===== config.mk =====
export PLATFORM = sky130hd
export DESIGN_NAME = srmm_mac
export DESIGN_NICKNAME = d
export VERILOG_FILES = /design/src/rtl/srmm_pkg.sv /design/src/rtl/srmm_mac.sv
export SDC_FILE = /design/constraint.sdc
export NUM_CORES = 1
export LEC_CHECK = 0
export BUFFER_PORTS_ARGS = -buffer_cell sky130_fd_sc_hd__buf_2
export CELL_PAD_IN_SITES_DETAIL_PLACEMENT = 1
export CELL_PAD_IN_SITES_GLOBAL_PLACEMENT = 1
export CORE_MARGIN = 2
export CORE_UTILIZATION = 45
export DETAILED_ROUTE_END_ITERATION = 8
export PLACE_DENSITY = 0.81
export SETUP_SLACK_MARGIN = 0.1
export SLEW_MARGIN = 20
export SYNTH_ARGS = -nofsm -noshare
export SYNTH_HDL_FRONTEND = slang
export SYNTH_SLANG_ARGS = --single-unit

===== constraint.sdc =====
create_clock -name clk -period 13.9 [get_ports clk]
set_input_delay 0.695 -clock clk [delete_from_list [all_inputs] [get_ports clk]]
set_output_delay 0.695 -clock clk [all_outputs]
set_load 0.02 [all_outputs]

===== src/rtl/srmm_pkg.sv =====
// Shared types, codes and helpers of the sparse row matrix multiply block.
// Used by every module of the block; depends on nothing else.
`default_nettype none
package srmm_pkg;

	localparam int MAX_DIM_DEF     = 64;
	localparam int MAX_ENTRIES_DEF = 1024;
	localparam int VALUE_BITS_DEF  = 16;

	localparam int IDX_W      = 6;
	localparam int REG_W      = 7;
	localparam int IN_VAL_W   = 16;
	localparam int ACC_W      = 40;
	localparam int CFG_IDX_W  = 2;
	localparam int IN_DATA_W  = 32;
	localparam int IN_USER_W  = 2;
	localparam int OUT_DATA_W = 56;
	localparam int OUT_USER_W = 3;

	localparam logic [REG_W-1:0] DIM_RESET = REG_W'(64);

	localparam logic [CFG_IDX_W-1:0] CFG_ROWS_A    = CFG_IDX_W'(0);
	localparam logic [CFG_IDX_W-1:0] CFG_INNER_DIM = CFG_IDX_W'(1);
	localparam logic [CFG_IDX_W-1:0] CFG_COLS_B    = CFG_IDX_W'(2);

	typedef enum logic [1:0] {
		REQ_CLEAR   = 2'd0,
		REQ_LOAD_A  = 2'd1,
		REQ_LOAD_B  = 2'd2,
		REQ_COMPUTE = 2'd3
	} req_t;

	typedef enum logic [1:0] {
		ST_OK    = 2'd0,
		ST_FULL  = 2'd1,
		ST_ORDER = 2'd2,
		ST_RANGE = 2'd3
	} status_t;

	// Load request from the sequencer to one entry store.
	typedef struct packed {
		logic                        en;
		logic [IDX_W-1:0]            row;
		logic [IDX_W-1:0]            col;
		logic signed [IN_VAL_W-1:0]  value;
	} load_req_t;

	// What a store reports back about a pending load.
	typedef struct packed {
		status_t status;
		logic    busy;
	} store_stat_t;

	localparam logic signed [ACC_W-1:0] ACC_MAX = {1'b0, {(ACC_W-1){1'b1}}};
	localparam logic signed [ACC_W-1:0] ACC_MIN = {1'b1, {(ACC_W-1){1'b0}}};

	function automatic logic [REG_W-1:0] cap_dim(input logic [REG_W-1:0] v,
		input int unsigned lim);
		return (32'(v) > lim) ? REG_W'(lim) : v;
	endfunction

	function automatic logic signed [ACC_W-1:0] sat_add(input logic signed [ACC_W-1:0] a,
		input logic signed [ACC_W-1:0] b);
		logic signed [ACC_W:0] s;
		s = {a[ACC_W-1], a} + {b[ACC_W-1], b};
		if (s[ACC_W] != s[ACC_W-1]) begin
			return s[ACC_W] ? ACC_MIN : ACC_MAX;
		end
		return s[ACC_W-1:0];
	endfunction

endpackage
`default_nettype wire


===== src/rtl/srmm_mac.sv =====
// Shared multiply and saturating accumulate unit: registered product, then add.
// Depends on srmm_pkg.
`default_nettype none
module srmm_mac #(
	parameter int VALUE_BITS = srmm_pkg::VALUE_BITS_DEF
) (
	input  logic                               clk,
	input  logic                               mul_en,
	input  logic signed [VALUE_BITS-1:0]       a,
	input  logic signed [VALUE_BITS-1:0]       b,
	input  logic signed [srmm_pkg::ACC_W-1:0]  acc_in,
	output logic signed [srmm_pkg::ACC_W-1:0]  prod,
	output logic signed [srmm_pkg::ACC_W-1:0]  sum
);
	import srmm_pkg::*;

	localparam int PW = 2 * VALUE_BITS;
	localparam int XW = (PW > ACC_W) ? PW : ACC_W + 1;
	localparam logic signed [XW-1:0] HI = XW'(ACC_MAX);
	localparam logic signed [XW-1:0] LO = XW'(ACC_MIN);

	logic signed [PW-1:0] p_full;
	logic signed [XW-1:0] p_x;

	assign p_full = a * b;
	assign p_x    = XW'(p_full);

	always_ff @(posedge clk) begin
		if (mul_en) begin
			if (p_x > HI) begin
				prod <= ACC_MAX;
			end else if (p_x < LO) begin
				prod <= ACC_MIN;
			end else begin
				prod <= ACC_W'(p_x);
			end
		end
	end

	assign sum = sat_add(acc_in, prod);

endmodule
`default_nettype wire


## Word-level counts from Yosys, hierarchy flattened

Cells that the tools add are included.

- Input port bits: 74
- Logic and storage cells: 11
- Register bits after elaboration: 40

- Eq/ne operators: 1
- $lt $le $gt $ge: 2
- $add $sub $neg: 1
- Multipliers: 1
- Muxes and demuxes: 5

Operators with widths:

| kind | count |
|---|---|
| 2-to-1 mux 40 bit | 4 |
| adder 40 x 40 -> 41 bit | 1 |
| greater-than comparator 32 x 40 -> 1 bit (second input constant) | 1 |
| less-than comparator 32 x 40 -> 1 bit (second input constant) | 1 |
| multiplier 16 x 16 -> 32 bit | 1 |
| 2-to-1 mux 1 bit | 1 |
| inequality test 1 bit | 1 |

## Depth between registers and ports, before layout

Gate-level depths: netlist of the first run.

- Depth in word-level cells: 4
- Depth in mapped cells: 23
- Mapped depth without buffers: 22

## Worst setup path before layout of the first run

OpenSTA, ideal clock, no wires.

- Path kind: in2reg
- Start: in b[9]
- End: reg prod[38] (netlist name) (data pin)
- Stages on the path: 22
- Data arrival time: 6.214 ns
- Path slack: 7.417 ns
- Library setup time: 0.269 ns
- Cells stage by stage: clkbuf_1 > nand2_1 > fa_1 > inv_1 > fa_1 > inv_1 > fa_1 > inv_1 > fa_1 > fa_1 > inv_1 > fa_1 > inv_1 > ha_1 > a211oi_1 > o221a_2 > o211ai_1 > o21ai_0 > a21oi_1 > o31ai_1 > mux2i_1 > nand4_1

- Longest elaborated chain between the ends: 3

RTL lines:

| item | line | RTL |
|---|---|---|
| from (decl) | srmm_mac.sv:10 | `input logic signed [VALUE_BITS-1:0] b,` |
| multiplier 16 x 16 -> 32 bit * | srmm_mac.sv:25 | `assign p_full = a * b;` |
| less-than comparator 32 x 40 -> 1 bit | srmm_mac.sv:32 | `end else if (p_x < LO) begin` |
| 2-to-1 mux 40 bit | srmm_mac.sv:32 |  |
| to (signal assigned) | srmm_mac.sv:35 | `prod <= ACC_W'(p_x);` |
| to (decl) | srmm_mac.sv:12 | `output logic signed [srmm_pkg::ACC_W-1:0] prod,` |

Mark *: on every way between the ends. The rest lies on a longest branch, timed or not.
A chain may end at the register's enable or synchronous reset.

## Final worst setup path of the first run

- Start: in b[15]
- End: reg prod[38] (netlist name) (data pin)

Same word-level chain as after synthesis.

==> results of run 1 <==
[cells by family after synthesis]
logic type / count (synthesis) / share of synthesized area, %
and+or+nand+nor: 412 / 15.33
AOI/OAI and AO/OA: 225 / 11.38
xor gates and xnor gates: 65 / 4.156
DFF: 33 / 7.234
muxes: 2 / 0.1461
adders and majority gates: 390 / 49.96
buffers and inverters: 406 / 11.80
[stage by stage]
stage                     std cells  instance area, sq um  util, %  hold slack [ns]  setup WS [ns]
after floorplan                1533                 13700        -           0.8075          7.417
after global placement         2018                 14640    49.14            1.217          6.868
after detailed placement       2018                 14640    49.14            1.202          6.636
after CTS                      2026                 14790    49.62            1.009          6.956
after global routing           2026                 14790    49.62            1.033          6.605
final                          2026                 14790    49.62            1.018          6.988
[worst max path at each step]
stage	startpoint	endpoint	slack, ns	depth (start not counted)
CTS	b[15]	prod[38]	6.96	20
finish	b[15]	prod[38]	6.99	20
global route	a[4]	prod[38]	6.60	21
global placement	b[15]	prod[38]	6.87	20
detailed placement	b[15]	prod[38]	6.64	20
floorplan	b[9]	prod[38]	7.42	22
[worst max-delay path, stage by stage]
cell,delay (ns)
buf_2,0.15
inv_1,0.41
nor2_1,0.14
fa_1,0.55
fa_1,0.53
fa_1,0.58
fa_1,0.55
fa_1,0.54
inv_1,0.05
fa_1,0.53
inv_1,0.04
ha_1,0.37
o21ai_0,0.11
o221a_2,0.22
o211ai_1,0.10
o21ai_0,0.30
a21oi_1,0.15
o31ai_1,0.45
mux2i_1,0.29
nand4_1,0.12
[cell type report]
cell class                 instances  area (sq um)  share of cell area (%)
multi-input combinational       1094         11090                   75.02
inverter                         348          1306                   8.835
sequential                        33         991.0                   6.702
timing repair buffer             153         765.7                   5.179
tap                              390         488.0                   3.300
clock buffer                       5         125.1                  0.8462
clock inverter                     3         17.52                  0.1185
[cell usage in the layout (no fill, tap or decap), types with 3 or more instances in the layout]
cell type and n:
buf_2 153, nor2_1 39, a31oi_1 7, nor3_1 19, o21ai_0 26, nor2b_1 6, nand4_1 6, nand2_1 156
and4_1 4, o21a_1 6, xnor2_1 43, a211o_1 4, xor2_1 22, a21o_1 37, a21oi_1 73, and2_1 126
nor4_1 3, nand3_1 16, o211ai_1 9, or3_1 5, and3_1 11, a211oi_1 6, o21ai_2 9, a221oi_1 3
fa_1 263, edfxtp_1 33, maj3_1 3, o21bai_1 5, inv_1 348, a221o_1 4, o31ai_1 4, ha_1 122
nand2b_1 11, clkbuf_16 5
[metal layers]
layer	global-route usage, %	vias up	share of wire (%)	wire length, um
li1	-	4982	-	-
met1	34.40	5563	43	16720
met2	44.79	330	50	19150
met3	2.323	37	5.8	2222
met4	3.862	0	1.2	473
met5	0	-	0	0
==> metrics, run 1 <==
Clock Pin Slew Worst Setup and Hold Paths 0.06 ns; status finished, final reports clean; post-cts resize count 0; crit path kind in -> reg; synthesized flop and latch total 33; CP arrival between 6 and 7 ns; largest net degree at the start of global routing 35; share of layout cells above drive strength 1 11.49%; final setup fails 0; vias in the first global route 12000; HP Start a[0]; biggest regs prod (33); Worst-Margin Slew 1.070 ns; vias 10910; maximum fanout along the worst path 12; max_cap viols 0; WL/cell 19.04 um; Synth top area share 38.43%; Ys Warns 0; Setup TNS 0 ns; fmax 0.1447 GHz; port bufs 153; Remaining Overflow, GRT 0; top-count cell post-synth inv_1; Max clock buf depth 2; sequential element share of the synthesized area 7.234%; DR DRC count 0; unrepaired setup endpoints after global routing no; mean area per synthesized cell 8.936 sq um; Die W 178.5 um; I/O pin count 154; minimum clock period between 6 and 7 ns; Worst EP required about 14 ns; Top reg by flops prod; Std-Cell Rows 63; CTS buffer count 5; count of final max-slew check failures 0; Post-Syn Instances 1533; max reg flops 33; Area Growth Syn to Fin 7.927%; Synth area leaders fa_1 (38%), ha_1 (11%), inv_1 (9.5%); Hold Vio Cnt, Final 0; Setup crit start kind input port; CP Capture Type flop; fraction of registers with async set/reset 0%; Vias/cell between 5 and 6; ANT cells 0; GP Congestion 0.9063; synthesized cell area 13700 sq um; # H-tree levels 2; die area 31860 sq um; EDFF count, synth 33; Hold Path End prod[0]; Starting Density between 40 and 50%; clk sinks 33; slew margin rel. 28.64%; DIE HEIGHT approximately 180 um; Hold Path Class in -> reg; gr usage total roughly a quarter; CTS tree built; hold buffer count at cts 0; Syn Nets between 1500 and 2000; drt total wl 38570 um; CTS root buf clkbuf_16; DPL Wire Length approximately 34000 um; prevailing post-synth register cell edfxtp_1; Distinct cells, synth 76; Final ANT Viol Nets 0; first-pass GRT wire length 63510 um; DRT iter0 DRCs between 500 and 600; Pre-antenna DRT Iters 5; Filler cells 3561; Setup Buffers After CTS 0; Final Cycle Share 49.73%; initial antenna violation count 0; Synth area leader fa_1; Layout Nets between 2000 and 2500; hold depth 2; Synth top cells by count inv_1 (348), fa_1 (263), nand2_1 (156); Core Region 29800 sq um
Power of run 1 is not shown: default switching activity piles up to over one toggle a cycle in this logic, so the estimate is an artifact.
==> run 2, diff against run 1 <==
- CORE_UTILIZATION: 45 -> 43
- clock period: 13.9 -> 5.9 ns (I/O delays scaled with it)
==> run 2 against run 1 <==
  * Cell count increased by 6.7%
  * Critical path depth increased by 1
  * Highest routed layer unchanged
  * Routed wire length increased by 14%
  * Critical path type unchanged
  * Global-route usage increased by 0.62 points
==> metrics, run 2 (synthesized netlist as in run 1, its figures left out) <==
final setup fails 0 (unchanged); DR DRC count 0 (unchanged); first-pass GRT wire length 68650 um (+8.1%); Vias/cell 5.323 (-1.2%); maximum fanout along the worst path 12 (unchanged); Layout Nets 2219 (+6.0%); GP Congestion 0.9069 (about the same); port bufs 153 (unchanged); CP arrival 5.84 ns (-1.08 ns); CP Capture Type flop; I/O pin count 154 (unchanged); Pre-antenna DRT Iters 5 (unchanged); Hold Path Class in -> reg; crit path kind in -> reg; biggest regs prod (33); CTS root buf clkbuf_16; Starting Density 43.53% (-2.5 points); max reg flops 33 (unchanged); Worst EP required 5.91 ns (-7.99 ns); fmax 0.1717 GHz; Filler cells 3705 (+4.0%); Setup crit start kind input port; Max clock buf depth 2 (unchanged); ANT cells 0 (unchanged); Die W 182.5 um (+2.2%); crit-path max cell delay 0.55 ns (-0.03 ns); max_cap viols 0 (unchanged); Clock Pin Slew Worst Setup and Hold Paths 0.05 ns (about the same); DP Area 15590 sq um (+6.5%); non-filler cells, final 2162 (+6.7%); DRT iter0 DRCs 502 (+0.20%); initial antenna violation count 0 (unchanged); CP cell instances buf_4 > and2_1 > fa_1 > inv_1 > fa_1 > fa_2 > inv_1 > fa_1 > fa_1 > inv_1 > fa_1 > inv_1 > ha_4 > a21oi_1 > o221a_2 > o211ai_1 > o21ai_2 > a21oi_2 > o31ai_4 > mux2i_1 > nand4_1; Area Growth Syn to Fin 17.75%; placed cells 2151 (+6.6%); die area 33300 sq um (+4.5%); final instance area 16130 sq um (+9.1%); DPL Wire Length 37410 um (+12%); crit-path most repeated cell fa_1; CP max-delay cell fa_2; status finished, final reports clean; Top reg by flops prod; vias 11510 (+5.5%); CTS tree built; minimum clock period 5.824 ns; count of final max-slew check failures 0 (unchanged); commonest cells after routing, fill and taps aside inv_1 (329), fa_1 (255), nand2_1 (155); vias in the first global route 13240 (+10%); # H-tree levels 2 (unchanged); most common cell after layout, fill and taps aside inv_1; hold buffer count at cts 0 (unchanged); Std-Cell Rows 65 (+3.2%); final cell utilization of the core 51.25% (+1.6 points); clk sinks 33 (unchanged); slew margin rel. 48.27% (+20 points); hold slack final 0.5753 ns (-0.4425 ns); largest net degree at the start of global routing 35 (unchanged); drt total wl 43830 um (+14%); gr usage total 25.93% (+0.62 points); WL/cell 20.27 um (+6.5%); Remaining Overflow, GRT 0 (unchanged); CTS buffer count 5 (unchanged); Final ANT Viol Nets 0 (unchanged); share of layout cells above drive strength 1 21.76% (+10 points); Hold Vio Cnt, Final 0 (unchanged); DIE HEIGHT 182.5 um (+2.2%); Final Cycle Share 98.71%; Worst-Margin Slew 0.7759 ns (-0.2945 ns); Core Region 31470 sq um (+5.6%)
-- run 2: cell count changes in the layout (fill, tap and decap cells not counted), sizes merged --
cell and change:
clkinv -2, clkinvlp +1, buf +117, clkbuf +8
-- run 2: timing repair --
action,4_1_cts,5_1_grt
buffers inserted,2,2
endpoints found under the setup margin,5,12
pin swaps,12,56
resized for setup,26,88
-- run 2: final cells by class --
type	instances	area [sq um]	share of cell area (%)
clock buffer	5	125.1	0.7756
multi-input combinational	1094	11400	70.64
sequential	33	991.0	6.143
inverter	348	1311	8.128
tap	402	503.0	3.118
timing repair buffer	278	1794	11.12
clock inverter	2	11.26	0.06981
-- run 2: final timing paths --
kind,start,end,cells after the start
max,b[5],prod[38],21
min,b[0],prod[0],2
-- run 2: per-layer routing --
layer / up-vias / part of all wire, % / GRT usage, %
met4: 0 / 2.6 / 5.903
met2: 336 / 53 / 48.87
met5: - / 0 / 0
li1: 5232 / - / -
met3: 85 / 4.2 / 2.255
met1: 5856 / 41 / 32.07
-- run 2: per-stage QoR --
| stage | setup TNS (ns) | setup slack [ns] |
|---|---|---|
| after CTS | 0 | 0.1085 |
| after floorplan | 0 | 0.1005 |
| after global placement | -0.3325 | -0.09549 |
| after global routing | -0.1742 | -0.06249 |
| final | 0 | 0.07622 |
| after detailed placement | -2.248 | -0.3570 |
-- run 2: critical path, delay by kind of cell --
kind            cells  cell delay (ns)
simple gates        2             0.31
buf+inv             5             0.45
mux                 1             0.19
fa+ha+maj           7             3.43
compound gates      6             1.15
Power of run 2 is left out for the same reason.
==> run 3, diff against run 2 <==
- ABC_AREA: unset -> 1
- CORE_UTILIZATION: 43 -> 41
==> run 3 against run 2 <==
  * Synthesized cell count is 35% higher
  * Critical path depth is 2 higher
  * Maximum frequency is 3.1% higher
  * Via count is 16% higher
  * Flip-flop and latch count stayed put
  * Core utilization is 4.9 points lower
==> metrics, run 3 <==
status finished, final reports clean; Layout Nets 2662 (+20%); Starting Density 41.60% (-1.9 points); DIE HEIGHT 193.7 um (+6.2%); Synth area leaders fa_1 (36%), inv_1 (15%), nand2_1 (14%); Final ANT Viol Nets 0 (unchanged); final setup fails 0 (unchanged); Max clock buf depth 2 (unchanged); synthesized cell area 14760 sq um (+7.8%); Hold Vio Cnt, Final 0 (unchanged); area of the multi-input gates 11360 sq um (-0.31%); mean area per synthesized cell 7.145 sq um (-20%); first-pass GRT wire length 77050 um (+12%); Die W 193.7 um (+6.2%); # H-tree levels 2 (unchanged); crit-path most repeated cell fa_1; Synth area leader fa_1; CTS buffer count 5 (unchanged); Synth top cells by count inv_1 (573), nand2_1 (568), fa_1 (263); Clock Pin Slew Worst Setup and Hold Paths 0.06 ns (about the same); non-filler cells, final 2665 (+23%); Area Growth Syn to Fin 11.37%; drt total wl 47230 um (+7.7%); Core Region 35480 sq um (+13%); vias 13340 (+16%); share of layout cells above drive strength 1 11.39% (-10 points); CP Launch Point b[15]; Std-Cell Rows 69 (+6.2%); die area 37540 sq um (+13%); fmax 0.1771 GHz (+3.1%); initial antenna violation count 0 (unchanged); Worst-Margin Slew 0.8119 ns (+0.03598 ns); placed cells 2655 (+23%); Distinct cells, synth 32 (-58%); vias in the first global route 15480 (+17%); synthesized flop and latch total 33 (unchanged); most common cell after layout, fill and taps aside inv_1; DRT iter0 DRCs 491 (-2.2%); FF/Latch Area 991.0 sq um (unchanged); Ys Warns 0 (unchanged); I/O pin count 154 (unchanged); CTS root buf clkbuf_16; port bufs 153 (unchanged); WL/cell 17.72 um (-13%); Synth top area share 35.67% (-2.8 points); CP arrival 5.68 ns (-0.16 ns); hold buffer count at cts 0 (unchanged); Filler cells 4604 (+24%); Hold Path Class in -> reg; crit path kind in -> reg; Remaining Overflow, GRT 0 (unchanged); EDFF count, synth 33 (unchanged); Setup crit start kind input port; DR DRC count 0 (unchanged); DPL Wire Length 42370 um (+13%); crit-path max cell delay 0.55 ns (about the same); GP Congestion 0.8995 (-0.82%); commonest cells after routing, fill and taps aside inv_1 (570), nand2_1 (567), fa_1 (263); ANT cells 0 (unchanged); Top reg by flops prod; max_cap viols 0 (unchanged); sequential element share of the synthesized area 6.713% (-0.52 points); hold depth 3 (+1); Pre-antenna DRT Iters 5 (unchanged); CP Capture Type flop; gr usage total 25.50% (-0.44 points); count of final max-slew check failures 0 (unchanged); max reg flops 33 (unchanged); Post-Syn Instances 2066 (+35%); unrepaired setup endpoints after global routing yes; CP cell instances buf_2 > clkinvlp_4 > buf_6 > or2_2 > fa_1 > inv_1 > fa_1 > inv_1 > fa_1 > inv_1 > fa_1 > fa_1 > inv_1 > fa_1 > inv_1 > ha_1 > nand2_1 > o21ai_0 > a21oi_1 > nand3_2 > nand3_1 > nand2_1 > xor2_1; minimum clock period 5.647 ns (-0.1766 ns); clk sinks 33 (unchanged); Syn Nets 2525 (+27%); slew margin rel. 45.87% (-2.4 points); biggest regs prod (33); CP max-delay cell fa_1; HP Start b[0]; prevailing post-synth register cell edfxtp_1; top-count cell post-synth inv_1; CTS tree built; fraction of registers with async set/reset 0% (unchanged); largest net degree at the start of global routing 35 (unchanged); Final Cycle Share 95.71% (-3.0 points); Worst EP required 5.93 ns (+0.02 ns); Vias/cell 5.005 (-6.0%); maximum fanout along the worst path 9 (-3)
==> run 3: changes by cell type in the layout (fill, tap and decap cells not counted), sizes merged, moves of 18 or more <==
cell   delta
xnor2    -21
nor2     +96
and2    -126
nand3    +34
nand2   +413
buf      -67
inv     +226
xor2     +18
a21o     -32
==> run 3: cell families after synthesis <==
logic type,count (synthesis),share of synthesized area [%]
fa+ha+maj,385,46.01
buf+inv,650,16.92
xor+xnor,62,3.679
flops,33,6.713
compound gates,143,5.289
simple gates,793,21.39
==> run 3: layout make-up <==
| type | instances | area share [%] |
|---|---|---|
| Tap cell | 461 | 3.509 |
| Clock inverter | 3 | 0.2816 |
| Sequential cell | 33 | 6.028 |
| Clock buffer | 5 | 0.7611 |
| Timing Repair Buffer | 205 | 7.162 |
| Inverter | 575 | 13.15 |
| Multi-Input combinational cell | 1383 | 69.11 |
==> run 3: stage by stage <==
stage / hold slack [ns] / setup TNS [ns] / worst slack [ns] / util, % / instance area [sq um]
2_1_floorplan: 0.4075 / 0 / 0.2389 / - / 14760
3_3_place_gp: 0.7898 / -0.03380 / -0.03380 / 45.52 / 16150
3_5_place_dp: 0.7963 / -0.4528 / -0.1280 / 45.52 / 16150
4_1_cts: 0.5660 / 0 / 0.1503 / 46.01 / 16320
5_1_grt: 0.5868 / 0 / 0.06857 / 46.33 / 16440
6_report: 0.5575 / 0 / 0.2528 / 46.33 / 16440
==> run 3: routing by layer <==
| layer | routed length (um) | global-route usage [%] |
|---|---|---|
| met2 | 24610 | 48.70 |
| met5 | 0 | 0 |
| met3 | 1572 | 2.226 |
| met4 | 1462 | 7.916 |
| met1 | 19580 | 30.02 |
==> run 3: path summary, 6_finish.rpt <==
kind,to
setup / recovery,prod[29]
hold / removal,prod[0]
==> run 3: timing repair <==
action	CTS	global route
setup buffers	0	2
setup endpoints to repair	0	12
gates resized for setup	0	26
==> run 3: critical path: cells and delay by family <==
family          cells  cell delay, ns
simple gates        5            0.73
xor+xnor            1            0.15
buf+inv             8            0.72
fa+ha+maj           7            3.48
compound gates      2            0.29
Power of run 3 is left out for the same reason.
